$ cat config.mk
export PLATFORM = sky130hd
export DESIGN_NAME = query_token_lexer
export DESIGN_NICKNAME = d
export VERILOG_FILES = /design/src/hdl/qtl_pkg.sv /design/src/hdl/qtl_core.sv /design/src/hdl/qtl_out_fifo.sv /design/src/hdl/query_token_lexer.sv
export SDC_FILE = /design/constraint.sdc
export NUM_CORES = 1
export LEC_CHECK = 0
export ABC_AREA = 0
export BUFFER_PORTS_ARGS = -buffer_cell sky130_fd_sc_hd__buf_2
export CAP_MARGIN = 20
export CORE_MARGIN = 3
export CORE_UTILIZATION = 30
export CTS_BUF_LIST = sky130_fd_sc_hd__clkbuf_8 sky130_fd_sc_hd__clkbuf_16
export CTS_CLUSTER_DIAMETER = 30
export DETAILED_ROUTE_END_ITERATION = 8
export SYNTH_ARGS = -nofsm -noshare
export SYNTH_HDL_FRONTEND = slang
export SYNTH_SLANG_ARGS = --single-unit
$ cat constraint.sdc
create_clock -name clk -period 6.8 [get_ports clk]
set_input_delay 0.68 -clock clk [delete_from_list [all_inputs] [get_ports clk]]
set_output_delay 0.68 -clock clk [all_outputs]
set_load 0.005 [all_outputs]
$ cat src/hdl/qtl_pkg.sv
// Shared types, constants and helper functions for the query token lexer.
// Depends on nothing; every other file of the block uses it by scoped names.
`timescale 1ns / 1ps
`default_nettype none

package qtl_pkg;

    // Width of the position, line, column and length counters.
    localparam int POS_BITS      = 16;
    // Longest identifier that can still be a keyword.
    localparam int KEYWORD_CHARS = 8;
    // Width of the positional result fields on the ports.
    localparam int FIELD_W       = 16;
    localparam int KIND_W        = 5;
    localparam int CHAR_W        = 8;
    // Upper-cased identifier bytes kept for keyword matching.
    localparam int WIN_CHARS     = 8;
    localparam int WIN_W         = WIN_CHARS * CHAR_W;

    // Result queue.
    localparam int OQ_DEPTH = 4;
    localparam int OQ_PTR_W = $clog2(OQ_DEPTH);
    localparam int OQ_CNT_W = $clog2(OQ_DEPTH + 1);

    // Token kinds.
    localparam logic [KIND_W-1:0] KIND_IDENT  = 5'd0;
    localparam logic [KIND_W-1:0] KIND_NUMBER = 5'd1;
    localparam logic [KIND_W-1:0] KIND_LPAREN = 5'd2;
    localparam logic [KIND_W-1:0] KIND_RPAREN = 5'd3;
    localparam logic [KIND_W-1:0] KIND_DOT    = 5'd4;
    localparam logic [KIND_W-1:0] KIND_COMMA  = 5'd5;
    localparam logic [KIND_W-1:0] KIND_OPER   = 5'd6;
    localparam logic [KIND_W-1:0] KIND_ERROR  = 5'd7;
    localparam logic [KIND_W-1:0] KIND_EOF    = 5'd8;

    // Item function codes.
    localparam logic FUNC_CHAR = 1'b0;
    localparam logic FUNC_END  = 1'b1;

    // Keyword table: upper-cased text right-aligned in the window, its length
    // and the token kind it yields.
    localparam int KW_COUNT = 13;

    localparam logic [WIN_W-1:0] KW_CODE [KW_COUNT] = '{
        64'h454E544954494553,  // ENTITIES
        64'h004841535F414E59,  // HAS_ANY
        64'h004E4F545F484153,  // NOT_HAS
        64'h000053454C454354,  // SELECT
        64'h0000454E54495459,  // ENTITY
        64'h000000434F554E54,  // COUNT
        64'h0000005748455245,  // WHERE
        64'h0000000053484F57,  // SHOW
        64'h0000000000484153,  // HAS
        64'h0000000000414C4C,  // ALL
        64'h0000000000414E44,  // AND
        64'h0000000000004F46,  // OF
        64'h0000000000004F52   // OR
    };

    localparam logic [3:0] KW_LEN [KW_COUNT] = '{
        4'd8, 4'd7, 4'd7, 4'd6, 4'd6, 4'd5, 4'd5, 4'd4, 4'd3, 4'd3, 4'd3, 4'd2, 4'd2
    };

    localparam logic [KIND_W-1:0] KW_KIND [KW_COUNT] = '{
        5'd9, 5'd10, 5'd11, 5'd12, 5'd13, 5'd14, 5'd15, 5'd16, 5'd17, 5'd18,
        5'd19, 5'd20, 5'd21
    };

    // One result item.
    typedef struct packed {
        logic [KIND_W-1:0]  kind;
        logic [FIELD_W-1:0] start_offset;
        logic [FIELD_W-1:0] length;
        logic [FIELD_W-1:0] line;
        logic [FIELD_W-1:0] column;
        logic               last;
    } token_t;

    // Counter increment that stops at all ones.
    function automatic logic [POS_BITS-1:0] sat_inc(input logic [POS_BITS-1:0] v);
        logic [POS_BITS-1:0] r;
        r = (v == {POS_BITS{1'b1}}) ? v : v + 1'b1;
        return r;
    endfunction

    // Keyword lookup; an identifier that matches nothing stays an identifier.
    function automatic logic [KIND_W-1:0] kw_kind(input logic [WIN_W-1:0]    win,
                                                  input logic [POS_BITS-1:0] len);
        logic [KIND_W-1:0] k;
        k = KIND_IDENT;
        if (len <= POS_BITS'(WIN_CHARS) && len <= POS_BITS'(KEYWORD_CHARS)) begin
            for (int i = KW_COUNT - 1; i >= 0; i--) begin
                if (len == POS_BITS'(KW_LEN[i]) && win == KW_CODE[i]) begin
                    k = KW_KIND[i];
                end
            end
        end
        return k;
    endfunction

endpackage

`default_nettype wire

$ cat src/hdl/qtl_core.sv
// Lexer state and per-byte scanning: turns one registered item into up to
// two result tokens. Depends on qtl_pkg.
`timescale 1ns / 1ps
`default_nettype none

module qtl_core (
    input  wire logic                clk,
    input  wire logic                rst_n,
    input  wire logic                go,
    input  wire logic                func,
    input  wire logic [7:0]          ch,
    output logic      [1:0]          res_valid,
    output qtl_pkg::token_t          res0,
    output qtl_pkg::token_t          res1
);

    typedef enum logic [1:0] {
        MODE_IDLE,
        MODE_NUM,
        MODE_IDENT,
        MODE_OP
    } mode_t;

    mode_t                               mode_reg, mode_next;
    logic [qtl_pkg::POS_BITS-1:0]        tok_off_reg, tok_off_next;
    logic [qtl_pkg::POS_BITS-1:0]        tok_line_reg, tok_line_next;
    logic [qtl_pkg::POS_BITS-1:0]        tok_col_reg, tok_col_next;
    logic [qtl_pkg::POS_BITS-1:0]        tok_len_reg, tok_len_next;
    logic [qtl_pkg::POS_BITS-1:0]        cur_off_reg, cur_off_next;
    logic [qtl_pkg::POS_BITS-1:0]        cur_line_reg, cur_line_next;
    logic [qtl_pkg::POS_BITS-1:0]        cur_col_reg, cur_col_next;
    logic [qtl_pkg::WIN_W-1:0]           win_reg, win_next;

    logic                                is_digit, is_alpha, is_word, is_space, is_opch;
    logic [7:0]                          ch_up;
    logic                                pend;
    logic [qtl_pkg::KIND_W-1:0]          pend_kind;
    qtl_pkg::token_t                     pend_tok, cur_tok;
    logic                                sec_emit;
    qtl_pkg::token_t                     sec_tok;
    logic                                first_emit;
    qtl_pkg::token_t                     first_tok;

    assign is_digit = (ch >= "0") && (ch <= "9");
    assign is_alpha = ((ch >= "A") && (ch <= "Z")) || ((ch >= "a") && (ch <= "z"));
    assign is_word  = is_alpha || is_digit || (ch == "_");
    assign is_space = (ch == 8'd32) || ((ch >= 8'd9) && (ch <= 8'd13));
    assign is_opch  = (ch == ">") || (ch == "<") || (ch == "=") || (ch == "!");
    assign ch_up    = ((ch >= "a") && (ch <= "z")) ? ch - 8'd32 : ch;

    assign pend = (mode_reg != MODE_IDLE);

    always_comb
    begin
        case (mode_reg)
            MODE_NUM:   pend_kind = qtl_pkg::KIND_NUMBER;
            MODE_OP:    pend_kind = qtl_pkg::KIND_OPER;
            MODE_IDENT: pend_kind = qtl_pkg::kw_kind(win_reg, tok_len_reg);
            default:    pend_kind = qtl_pkg::KIND_IDENT;
        endcase
    end

    always_comb
    begin
        pend_tok.kind         = pend_kind;
        pend_tok.start_offset = qtl_pkg::FIELD_W'(tok_off_reg);
        pend_tok.length       = qtl_pkg::FIELD_W'(tok_len_reg);
        pend_tok.line         = qtl_pkg::FIELD_W'(tok_line_reg);
        pend_tok.column       = qtl_pkg::FIELD_W'(tok_col_reg);
        pend_tok.last         = 1'b0;

        // Token that starts and ends at the current position.
        cur_tok.kind         = qtl_pkg::KIND_ERROR;
        cur_tok.start_offset = qtl_pkg::FIELD_W'(cur_off_reg);
        cur_tok.length       = qtl_pkg::FIELD_W'(1);
        cur_tok.line         = qtl_pkg::FIELD_W'(cur_line_reg);
        cur_tok.column       = qtl_pkg::FIELD_W'(cur_col_reg);
        cur_tok.last         = 1'b0;
    end

    always_comb
    begin
        mode_next     = mode_reg;
        tok_off_next  = tok_off_reg;
        tok_line_next = tok_line_reg;
        tok_col_next  = tok_col_reg;
        tok_len_next  = tok_len_reg;
        cur_off_next  = cur_off_reg;
        cur_line_next = cur_line_reg;
        cur_col_next  = cur_col_reg;
        win_next      = win_reg;
        first_emit    = 1'b0;
        first_tok     = pend_tok;
        sec_emit      = 1'b0;
        sec_tok       = cur_tok;

        if (go) begin
            if (func == qtl_pkg::FUNC_END) begin
                // Flush the pending token, then EOF at the current position.
                first_emit     = pend;
                sec_emit       = 1'b1;
                sec_tok.kind   = qtl_pkg::KIND_EOF;
                sec_tok.length = '0;
                mode_next      = MODE_IDLE;
                tok_off_next   = '0;
                tok_line_next  = qtl_pkg::POS_BITS'(1);
                tok_col_next   = qtl_pkg::POS_BITS'(1);
                tok_len_next   = '0;
                cur_off_next   = '0;
                cur_line_next  = qtl_pkg::POS_BITS'(1);
                cur_col_next   = qtl_pkg::POS_BITS'(1);
                win_next       = '0;
            end else if (mode_reg == MODE_NUM && is_digit) begin
                tok_len_next = qtl_pkg::sat_inc(tok_len_reg);
                cur_off_next = qtl_pkg::sat_inc(cur_off_reg);
                cur_col_next = qtl_pkg::sat_inc(cur_col_reg);
            end else if (mode_reg == MODE_IDENT && is_word) begin
                tok_len_next = qtl_pkg::sat_inc(tok_len_reg);
                win_next     = {win_reg[qtl_pkg::WIN_W-9:0], ch_up};
                cur_off_next = qtl_pkg::sat_inc(cur_off_reg);
                cur_col_next = qtl_pkg::sat_inc(cur_col_reg);
            end else if (mode_reg == MODE_OP && ch == "=") begin
                // Two-character operator closes at once.
                first_emit       = 1'b1;
                first_tok.length = qtl_pkg::FIELD_W'(2);
                tok_len_next     = qtl_pkg::POS_BITS'(2);
                mode_next        = MODE_IDLE;
                cur_off_next     = qtl_pkg::sat_inc(cur_off_reg);
                cur_col_next     = qtl_pkg::sat_inc(cur_col_reg);
            end else begin
                // Run break: flush whatever is pending, then scan the byte anew.
                first_emit = pend;
                mode_next  = MODE_IDLE;
                if (is_space) begin
                    cur_off_next = qtl_pkg::sat_inc(cur_off_reg);
                    if (ch == 8'd10) begin
                        cur_line_next = qtl_pkg::sat_inc(cur_line_reg);
                        cur_col_next  = qtl_pkg::POS_BITS'(1);
                    end else begin
                        cur_col_next = qtl_pkg::sat_inc(cur_col_reg);
                    end
                end else begin
                    cur_off_next = qtl_pkg::sat_inc(cur_off_reg);
                    cur_col_next = qtl_pkg::sat_inc(cur_col_reg);
                    if (is_opch || is_digit || is_alpha || ch == "_") begin
                        tok_off_next  = cur_off_reg;
                        tok_line_next = cur_line_reg;
                        tok_col_next  = cur_col_reg;
                        tok_len_next  = qtl_pkg::POS_BITS'(1);
                        if (is_opch) begin
                            mode_next = MODE_OP;
                        end else if (is_digit) begin
                            mode_next = MODE_NUM;
                        end else begin
                            mode_next = MODE_IDENT;
                            win_next  = qtl_pkg::WIN_W'(ch_up);
                        end
                    end else begin
                        sec_emit = 1'b1;
                        case (ch)
                            "(":     sec_tok.kind = qtl_pkg::KIND_LPAREN;
                            ")":     sec_tok.kind = qtl_pkg::KIND_RPAREN;
                            ".":     sec_tok.kind = qtl_pkg::KIND_DOT;
                            ",":     sec_tok.kind = qtl_pkg::KIND_COMMA;
                            default: sec_tok.kind = qtl_pkg::KIND_ERROR;
                        endcase
                    end
                end
            end
        end
    end

    // Pack the results into the lower slots and flag the final one.
    always_comb
    begin
        res0      = first_emit ? first_tok : sec_tok;
        res1      = sec_tok;
        res0.last = !(first_emit && sec_emit);
        res1.last = 1'b1;
        res_valid = {first_emit && sec_emit, first_emit || sec_emit};
    end

    always_ff @(posedge clk or negedge rst_n)
    begin
        if (!rst_n) begin
            mode_reg     <= MODE_IDLE;
            tok_off_reg  <= '0;
            tok_line_reg <= qtl_pkg::POS_BITS'(1);
            tok_col_reg  <= qtl_pkg::POS_BITS'(1);
            tok_len_reg  <= '0;
            cur_off_reg  <= '0;
            cur_line_reg <= qtl_pkg::POS_BITS'(1);
            cur_col_reg  <= qtl_pkg::POS_BITS'(1);
            win_reg      <= '0;
        end else begin
            mode_reg     <= mode_next;
            tok_off_reg  <= tok_off_next;
            tok_line_reg <= tok_line_next;
            tok_col_reg  <= tok_col_next;
            tok_len_reg  <= tok_len_next;
            cur_off_reg  <= cur_off_next;
            cur_line_reg <= cur_line_next;
            cur_col_reg  <= cur_col_next;
            win_reg      <= win_next;
        end
    end

endmodule

`default_nettype wire

$ cat src/hdl/qtl_out_fifo.sv
// Result queue: takes up to two tokens per cycle, hands out one per cycle while
// the reader does not stall. Depends on qtl_pkg.
`timescale 1ns / 1ps
`default_nettype none

module qtl_out_fifo (
    input  wire logic             clk,
    input  wire logic             rst_n,
    input  wire logic [1:0]       push,
    input  qtl_pkg::token_t       din0,
    input  qtl_pkg::token_t       din1,
    output logic                  room,
    output logic                  valid,
    input  wire logic             stall,
    output qtl_pkg::token_t       dout
);

    qtl_pkg::token_t                 entry_reg [qtl_pkg::OQ_DEPTH];
    logic [qtl_pkg::OQ_PTR_W-1:0]    wr_ptr_reg, wr_ptr_next;
    logic [qtl_pkg::OQ_PTR_W-1:0]    rd_ptr_reg, rd_ptr_next;
    logic [qtl_pkg::OQ_CNT_W-1:0]    count_reg, count_next;
    logic [qtl_pkg::OQ_PTR_W-1:0]    wr_ptr_b;
    logic                            pop;
    logic [1:0]                      push_n;

    assign valid    = (count_reg != '0);
    assign dout     = entry_reg[rd_ptr_reg];
    assign pop      = valid && !stall;
    // Room for a full pair of results, whatever the reader does.
    assign room     = (count_reg <= qtl_pkg::OQ_CNT_W'(qtl_pkg::OQ_DEPTH - 2));
    assign push_n   = {1'b0, push[0]} + {1'b0, push[1]};
    assign wr_ptr_b = wr_ptr_reg + 1'b1;

    always_comb
    begin
        wr_ptr_next = wr_ptr_reg + qtl_pkg::OQ_PTR_W'(push_n);
        rd_ptr_next = rd_ptr_reg + qtl_pkg::OQ_PTR_W'(pop);
        count_next  = count_reg + qtl_pkg::OQ_CNT_W'(push_n) - qtl_pkg::OQ_CNT_W'(pop);
    end

    always_ff @(posedge clk or negedge rst_n)
    begin
        if (!rst_n) begin
            wr_ptr_reg <= '0;
            rd_ptr_reg <= '0;
            count_reg  <= '0;
        end else begin
            wr_ptr_reg <= wr_ptr_next;
            rd_ptr_reg <= rd_ptr_next;
            count_reg  <= count_next;
        end
    end

    always_ff @(posedge clk)
    begin
        if (push[0]) begin
            entry_reg[wr_ptr_reg] <= din0;
        end
        if (push[1]) begin
            entry_reg[wr_ptr_b] <= din1;
        end
    end

endmodule

`default_nettype wire

$ cat src/hdl/query_token_lexer.sv
// Top level of the query token lexer: input register, scanning core and
// result queue. Depends on qtl_pkg, qtl_core and qtl_out_fifo.
`timescale 1ns / 1ps
`default_nettype none

// Channel   Direction  Handshake             Payload
// input     in         in_valid / in_stall   func, ch
// output    out        out_valid / out_stall token_kind, start_offset, token_length,
//                                            start_line, start_column, last
//
// An item is taken into the input register and is scanned from there once the
// queue has room; the scan writes its zero, one or two tokens into a four-entry
// result queue, and the head of the queue is offered on the output channel.
// The block takes one item per cycle as long as items give at most one token
// each and the output is not stalled; items that give two tokens can fill the
// queue and stall the input, since the queue hands out one token per cycle.
// Reset clears the lexer state to line one, column one, offset zero, and
// empties the queue. in_stall rises only when the input register holds an
// item and the queue cannot take a full pair of tokens.

module query_token_lexer (
    input  wire logic                          clk,
    input  wire logic                          rst_n,
    input  wire logic                          in_valid,
    output logic                               in_stall,
    input  wire logic                          func,
    input  wire logic [qtl_pkg::CHAR_W-1:0]    ch,
    output logic                               out_valid,
    input  wire logic                          out_stall,
    output logic [qtl_pkg::KIND_W-1:0]         token_kind,
    output logic [qtl_pkg::FIELD_W-1:0]        start_offset,
    output logic [qtl_pkg::FIELD_W-1:0]        token_length,
    output logic [qtl_pkg::FIELD_W-1:0]        start_line,
    output logic [qtl_pkg::FIELD_W-1:0]        start_column,
    output logic                               last
);

    // Input register.
    logic                           s1_valid_reg, s1_valid_next;
    logic                           s1_func_reg;
    logic [qtl_pkg::CHAR_W-1:0]     s1_ch_reg;

    logic                           room;
    logic                           go;
    logic                           in_accept;
    logic [1:0]                     res_valid;
    qtl_pkg::token_t                res0, res1, head;

    // The registered item is scanned once the queue can absorb both of the
    // tokens it might produce.
    assign go        = s1_valid_reg && room;
    assign in_stall  = s1_valid_reg && !room;
    assign in_accept = in_valid && !in_stall;

    always_comb
    begin
        if (in_accept) begin
            s1_valid_next = 1'b1;
        end else if (go) begin
            s1_valid_next = 1'b0;
        end else begin
            s1_valid_next = s1_valid_reg;
        end
    end

    always_ff @(posedge clk or negedge rst_n)
    begin
        if (!rst_n) begin
            s1_valid_reg <= 1'b0;
        end else begin
            s1_valid_reg <= s1_valid_next;
        end
    end

    // Payload is loaded only on acceptance, so it holds while stalled.
    always_ff @(posedge clk)
    begin
        if (in_accept) begin
            s1_func_reg <= func;
            s1_ch_reg   <= ch;
        end
    end

    qtl_core u_core (
        .clk       (clk),
        .rst_n     (rst_n),
        .go        (go),
        .func      (s1_func_reg),
        .ch        (s1_ch_reg),
        .res_valid (res_valid),
        .res0      (res0),
        .res1      (res1)
    );

    qtl_out_fifo u_out_fifo (
        .clk   (clk),
        .rst_n (rst_n),
        .push  (res_valid),
        .din0  (res0),
        .din1  (res1),
        .room  (room),
        .valid (out_valid),
        .stall (out_stall),
        .dout  (head)
    );

    assign token_kind   = head.kind;
    assign start_offset = head.start_offset;
    assign token_length = head.length;
    assign start_line   = head.line;
    assign start_column = head.column;
    assign last         = head.last;

endmodule

`default_nettype wire

; ---- Yosys cells after proc, flatten, opt, wreduce, memory -nomap -nowiden
; Memories as Yosys holds them, arrays and structs flattened.
; Index checks and enable logic that the tools add are counted.
; W data, S select, Z words.
[op_classes]
add_sub_neg = 11
n_mul = 0
div = 0
n_lt_le_gt_ge = 10
eq_ne = 49
shift = 0
muxes = 107
bitwise_logic = 0
n_reduce_logical = 54
[ops]
columns = operator, n
row1 = $mux W16, 47
row2 = $mux W64, 8
row3 = $eq A64 B23 Y1 const B, 3
row4 = $eq A64 B15 Y1 const B, 2
row5 = $eq A64 B39 Y1 const B, 2
row6 = $eq A64 B47 Y1 const B, 2
row7 = $eq A64 B55 Y1 const B, 2
row8 = $mux W5, 21
row9 = $eq A8 B6 Y1 const B, 9
row10 = $mux W70, 1
row11 = $add A16 B1 Y16 const B, 4
row12 = $eq A16 B16 Y1 const B, 4
row13 = $eq A16 B3 Y1 const B, 4
row14 = $eq A64 B31 Y1 const B, 1
row15 = $eq A64 B63 Y1 const B, 1
row16 = $eq A16 B2 Y1 const B, 2
row17 = $logic_and A1 B1 Y1, 25
row18 = $mux W1, 19
row19 = $eq A16 B4 Y1 const B, 1
row20 = $ge A8 B7 Y1 const B, 2
row21 = $le A16 B4 Y1 const B, 1
row22 = $le A8 B7 Y1 const B, 2
row23 = $mux W2, 8
row24 = $pmux W5 S3, 1
row25 = 31 further kinds, 59
[totals]
reg_bits = 195
latchBits = 0
ramBits = 280
rom_bits = 0
out_inout_bits = 72
elab_cells = 247
mem_count = 1
[mem_list]
columns = memory, words, width, read_ports, rd_ports_with_merged_regs, wr, line
row1 = u_out_fifo.entry_reg, 4, 70, 1, 0, 2, qtl_out_fifo.sv:18  ; qtl_pkg::token_t entry_reg [qtl_pkg::OQ_DEPTH];

; ---- Depth between registers and ports, before layout
; Gate-level depths: netlist of the first run.
[depth]
word_depth = 18
depth_mapped = 18
ltp_nobuf = 15

; ---- Hierarchy
; Synthesis of the first run repeated with hierarchy kept, for this count alone.
[hier_totals]
hier_cells = 1907
hier_area_um2 = 24492.2
[by_module_without_submodules]
columns = module, instances, cells_each, area_per_inst_um2, seq_area_each_um2
row1 = qtl_out_fifo, 1, 716, 13813.2, 8583.2
row2 = qtl_core, 1, 1176, 10344.9, 4459.3
row3 = query_token_lexer, 1, 15, 334.1, 295.3

; ---- Least setup slack after synthesis of the first run
; Ideal clock, no wire load.
[synth_path]
kind = reg2reg
startpoint = register s1_ch_reg[5] in the netlist's numbering
endpoint = memory u_out_fifo.entry_reg[3][65] in the netlist's numbering (data pin)
setup_ps = 259
arrival_time_ps = 4222
required_ps = 6541
slack_ps = 2319
path_stages_with_launch = 18
path_cell_list = edfxtp_1 > inv_1 > ha_1 > and3_1 > a32o_1 > o211ai_1 > a311oi_1 > nor3_1 > buf_8 > inv_1 > clkbuf_8 > ha_1 > and2b_2 > and2_1 > clkbuf_1 > nor2_1 > inv_1 > a32o_1
[synth_rtl]
columns = element, line
row1 = from (decl), query_token_lexer.sv:41  ; logic [qtl_pkg::CHAR_W-1:0] s1_ch_reg;
row2 = from (signal assigned), query_token_lexer.sv:80  ; s1_ch_reg <= ch;
row3 = to (decl), qtl_out_fifo.sv:18

==> results of run 1 <==
[Yosys cell counts, types with 11 or more instances]
cell      instances  area [sq um]
a21oi_1          32           160
a22o_1           76           666
and2_1           14          87.6
and3_1           22           138
buf_1            22          82.6
clkbuf_1        134           503
dfrtp_1         182          4550
dfxtp_1          68          1360
edfxtp_1        221          6640
ha_1             17           213
inv_1            71           267
mux4_2           70          1580
nand2_1         374          1400
nand3_1          91           455
nand4_1          28           175
nand4b_1         11          96.3
nor2_1          109           409
nor2b_1          11          68.8
nor3_1           24           120
nor4_1           19           119
o21ai_0         305          1530
o22ai_1          13          81.3
xnor2_1          20           175
xor2_1           25           219
[final cells by class]
| type | instances | area, sq um | share of cell area |
|---|---|---|---|
| inverters | 72 | 270 | 0.00969 |
| multi-input cells | 1436 | 9300 | 0.333 |
| flip-flops and latches | 475 | 12700 | 0.454 |
| repair buffers | 118 | 726 | 0.0260 |
| diodes | 1 | 2.50 | 0.0000897 |
| clock inverters | 77 | 976 | 0.0350 |
| well taps | 969 | 1210 | 0.0435 |
| clock buffers | 115 | 2750 | 0.0987 |
[kinds of logic (layout without fill, tap and decap cells)]
family	count (synthesis)	count (layout)	synth area share
adder cells (fa/ha/maj)	18	18	0.0102
buffers and inverters	243	382	0.0449
other	0	1	0
AO/OA/AOI/OAI	506	506	0.135
flip-flops	475	475	0.553
XOR/XNOR	45	45	0.0172
AND/OR/NAND/NOR	793	793	0.169
multiplexers	74	74	0.0708
[cells in the final DEF (no fill, tap or decap), types with 11 or more instances in the layout]
master	count
nor3_1	23
edfxtp_1	221
nand3_1	91
nand2_1	374
nor2b_1	11
dfrtp_1	180
nand4b_1	11
clkbuf_8	13
ha_1	17
xnor2_1	20
nor4_1	19
mux4_2	70
buf_2	83
o22ai_1	13
xor2_1	25
dfxtp_1	68
o21ai_0	304
bufinv_16	18
clkbuf_16	104
a21oi_1	32
inv_1	82
and2_1	14
clkinv_2	21
nor2_1	107
and3_1	22
nand4_1	28
buf_4	29
a22o_1	76
[worst paths after layout]
path,startpoint,end,slack [ps],cells past startpoint
max,s1_ch_reg[2],u_out_fifo.entry_reg[2][65],1790,15
min,rst_n,u_core.win_reg[53],40,1
max reg2reg,s1_ch_reg[2],u_out_fifo.entry_reg[2][65],1790,15
min reg2reg,u_out_fifo.entry_reg[0][69],u_out_fifo.entry_reg[0][69],470,2
max in group asynchronous,rst_n,u_core.tok_off_reg[4],5650,2
min in group clk,ch[3],s1_ch_reg[3],240,1
[metrics by stage]
step                instance area [sq um]  setup slack, ps  utilization
global placement                    24100             1910        0.321
CTS                                 27800             1820        0.371
floorplan                           22900             2320            -
detailed placement                  24100             1770        0.321
global route                        27900             1430        0.372
finish                              27900             1790        0.372
[routing by layer]
metal / part of all wire / track usage / wire length, um / vias up
li1: - / - / - / 7987
met1: 0.42 / 0.214 / 27400 / 8596
met2: 0.48 / 0.277 / 31900 / 774
met3: 0.071 / 0.0338 / 4690 / 143
met4: 0.028 / 0.0567 / 1840 / 2
met5: 0.00020 / 0 / 13 / -
[where the power goes]
part / internal (mW) / switching (mW) / total [mW] / leakage [nW]
combinational: 0.983 / 1.81 / 2.80 / 3.33
sequential: 3.59 / 0.405 / 4.00 / 5.18
clock: 3.59 / 1.65 / 5.24 / 1.87
total: 8.16 / 3.87 / 12.0 / 10.4
==> impl_metrics.json, run 1 <==
{
  "design.core.area_sq_um": 75100,
  "ys_seq_area_frac": 0.553,
  "synth_nets": 2185,
  "syn_inst": 2154,
  "avgSynthCellArea_sq_um": 10.6,
  "min_path_type": "in -> async",
  "async_flop_share": 0.392,
  "cts_made_buffers": 101,
  "endpoint_kind": "flop",
  "portBuffers": 84,
  "grt_pass1_vias": 17600,
  "rsz0062_at_grt": "no",
  "groute.usage.overall": 0.165,
  "slew_headroom": 0.188,
  "final.setup_skew_ps": 69.6,
  "cp_cell_sequence": "nor2_1, nand3_1, o211ai_1, a311oi_4, nor3_2, buf_4, inv_1, ha_1, and2b_2, nor2b_1, nor2_1, buf_4, inv_2, buf_4, and3_1",
  "crit_required_ps": 7340,
  "rows": 100,
  "p_per_area_nw_per_um2": 431,
  "path_delay_family": "buffers and inverters",
  "maxCapViolCount": 0,
  "fmax_mhz": 200,
  "cts_setup_buffers": 0,
  "routabilityCongestion": 0.847,
  "dp_hpwl_um": 41000,
  "arrival_ps": 5550,
  "crit_slowest_cell": "inv_2",
  "period_share": 0.737,
  "crit_path_max_fanout": 29,
  "clock_path_buffers": 3,
  "via_per_inst": 5.36,
  "fp.dieH_um": 282,
  "synthFlopType": "edfxtp_1",
  "setup_tns_ps": 0,
  "cts_root_buffer": "clkbuf_16",
  "vias": 17500,
  "finalPower_mw": 12.0,
  "synth_warnings": 0,
  "wl_per_cell_um": 20.2,
  "instances_no_fill": 3263,
  "cts_resized": 0,
  "tightest_slew_ps": 1210,
  "clkSinkCount": 475,
  "p_leak_nw": 10.4,
  "die_x_um": 282,
  "critPathKind": "reg -> reg",
  "first_pass_iters": 6,
  "finalHoldViolCount": 0,
  "synth_cell_types": 89,
  "fin_nets": 2235,
  "drive_gt1_frac": 0.188,
  "initial_core_util": 0.305,
  "ant_nets": 0,
  "timing.hold.ws_ps": 37.3,
  "ys_ff_latch": 475,
  "slew_violations": 0,
  "mappedNetlistArea_sq_um": 22900,
  "dp.cells": 3066,
  "clk_pin_slew_ps": 50,
  "top_level_ports": 85,
  "wl_um": 65900,
  "antenna_found_initial": 1,
  "cts_tree": "done",
  "largest_register_ffs": 280,
  "status": "completed",
  "crit_buf_inv": 5,
  "clk_latency_ps": 680,
  "ir_worst_vdd_mv": 0.285,
  "start_kind": "flop",
  "nFillCells": 7151,
  "grt_max_degree": 129,
  "post-route-min-period_ps": 5010,
  "syn_to_final_growth_pct": 21.9,
  "h-tree-depth": 3,
  "cts-hold-fix-buffers": 0,
  "drc": 0,
  "first_iter_violations": 1818,
  "slowest_delay_ps": 590,
  "grt_pass1_wl_um": 103000,
  "die-area_sq_um": 79700,
  "cp_common_cell": "buf_4",
  "synth_edf_count": 221,
  "overflow": 0,
  "finalSetupViolCount": 0
}
Note: power is estimated with default switching activity, not from simulation.
==> run 2, diff against run 1 <==
==> constraint.sdc (replaced) <==
create_clock -name clk -period 4.3 [get_ports clk]
set_input_delay 0.43 -clock clk [delete_from_list [all_inputs] [get_ports clk]]
set_output_delay 0.43 -clock clk [all_outputs]
set_load 0.005 [all_outputs]
==> impl_metrics.json, run 2 (synthesis gave the netlist of run 1 again) <==
{
  "status": "completed",
  "clkSinkCount": 475,
  "crit_path_end": "u_out_fifo.entry_reg[1][10]",
  "use_met3": 0.0284,
  "worst_r2r_path_depth": 15,
  "syn_to_final_growth_pct": 23.2,
  "fmax_mhz": 254,
  "p_per_area_nw_per_um2": 674,
  "switching_share": 0.328,
  "dp.cells": 3089,
  "ir_worst_vdd_mv": 0.371,
  "finalSetupViolCount": 0,
  "reg2reg_to": "u_out_fifo.entry_reg[1][10]",
  "design.core.area_sq_um": 75100,
  "cts_root_buffer": "clkbuf_16",
  "portBuffers": 84,
  "grt_max_degree": 129,
  "p_leak_nw": 10.5,
  "wl_um": 66100,
  "pwr-share-seq": 0.329,
  "crit_path_max_fanout": 34,
  "vias": 17600,
  "arrival_ps": 4350,
  "start_kind": "flop",
  "ant_nets": 0,
  "via_per_inst": 5.34,
  "gr-usage-met1": 0.215,
  "largest_register_ffs": 280,
  "drc": 0,
  "tightest_slew_ps": 1080,
  "first_iter_violations": 1570,
  "overflow": 0,
  "use_met2": 0.281,
  "h-tree-depth": 3,
  "crit_required_ps": 4720,
  "clk_latency_ps": 660,
  "internal_power_mw": 12.8,
  "finalHoldViolCount": 0,
  "switchingPower_mw": 6.23,
  "utilization": 0.376,
  "dp_hpwl_um": 41600,
  "final_common_cell": "nand2_1",
  "post-route-min-period_ps": 3930,
  "fin_nets": 2267,
  "cts_made_buffers": 103,
  "grt_pass1_vias": 17700,
  "rsz0062_at_grt": "no",
  "maxCapViolCount": 0,
  "top_level_ports": 85,
  "grt_pass1_wl_um": 104000,
  "die_x_um": 282,
  "r2r_slack_ps": 370,
  "antenna_found_initial": 0,
  "slew_headroom": 0.273,
  "crit_start": "s1_ch_reg[5]",
  "final_cell_mix": "nand2_1 (374), o21ai_0 (304), edfxtp_1 (221)",
  "fp.dieH_um": 282,
  "combPwrFrac": 0.248,
  "clock_path_buffers": 3,
  "r2r_start": "s1_ch_reg[5]",
  "endpoint_kind": "flop",
  "initial_core_util": 0.305,
  "top_usage_layer": "met2",
  "groute.usage.overall": 0.166,
  "rows": 100,
  "p_clk_frac": 0.423,
  "slew_violations": 0,
  "final.setup_skew_ps": 58.9,
  "instances_no_fill": 3295,
  "min_path_type": "in -> reg",
  "clk_pin_slew_ps": 40,
  "critPathKind": "reg -> reg",
  "routabilityCongestion": 0.886,
  "setup_tns_ps": 0,
  "period_share": 0.915,
  "first_pass_iters": 5,
  "drive_gt1_frac": 0.196,
  "diodes": 0,
  "wl_per_cell_um": 20.1,
  "cts_tree": "done",
  "timing.hold.ws_ps": 18.7,
  "die-area_sq_um": 79700
}
==> run 2: worst min path at each step <==
stage | to | depth (start not counted) | from
floorplan | s1_valid_reg | 0 | rst_n
global placement | u_out_fifo.entry_reg[0][69] | 2 | u_out_fifo.entry_reg[0][69]
detailed placement | u_out_fifo.entry_reg[3][69] | 2 | u_out_fifo.entry_reg[3][69]
CTS | s1_ch_reg[3] | 1 | ch[3]
global route | s1_ch_reg[1] | 1 | ch[1]
finish | s1_ch_reg[3] | 1 | ch[3]
==> run 2: layout make-up <==
cell class,instances,area (sq um)
clock inverter,83,940
inverter,72,282
multi-input combinational,1436,9310
clock buffer,112,2700
tap,969,1210
timing repair buffer,148,1090
sequential,475,12700
fill,7192,46900
==> run 2: layer usage <==
metal  up-vias  part of all wire  routed length, um
met5         -                 0                  0
met4         0             0.023               1520
met3       122             0.064               4230
li1       8065                 -                  -
met1      8739              0.42              27900
met2       684              0.49              32400
==> run 2: metrics by stage <==
step	setup WS (ps)	total power, mW	area, sq um
floorplan	-46.0	8.94	22900
global placement	470	11.0	24500
detailed placement	319	11.1	24500
CTS	294	19.2	28200
global route	130	19.9	28200
finish	366	19.0	28200
==> run 2: power by group through the flow <==
stage	Combinational (mW)	Clock (mW)	Sequential, mW
finish	4.72	8.04	6.25
global route	5.12	8.40	6.34
CTS	4.77	8.16	6.25
detailed placement	4.75	0	6.32
global placement	4.71	0	6.28
floorplan	2.99	0	5.95
==> run 2: critical path: stages (launching register included) <==
cell	delay [ps]
edfxtp_1	460
inv_1	130
ha_1	210
and3_1	170
a32o_1	250
o211ai_1	210
a311oi_4	160
nor3_2	220
buf_4	270
ha_2	340
inv_1	110
or3_1	460
o21ai_4	250
buf_12	290
nand2_1	70
o21ai_0	90
==> run 2: repair_timing <==
item | 4_1_cts | 5_1_grt
endpoints found under the setup margin | 0 | 17
hold buffers | 9 | 0
gates resized for setup | 0 | 1
buffers inserted | 0 | 2
endpoints found under the hold margin | 94 | 0
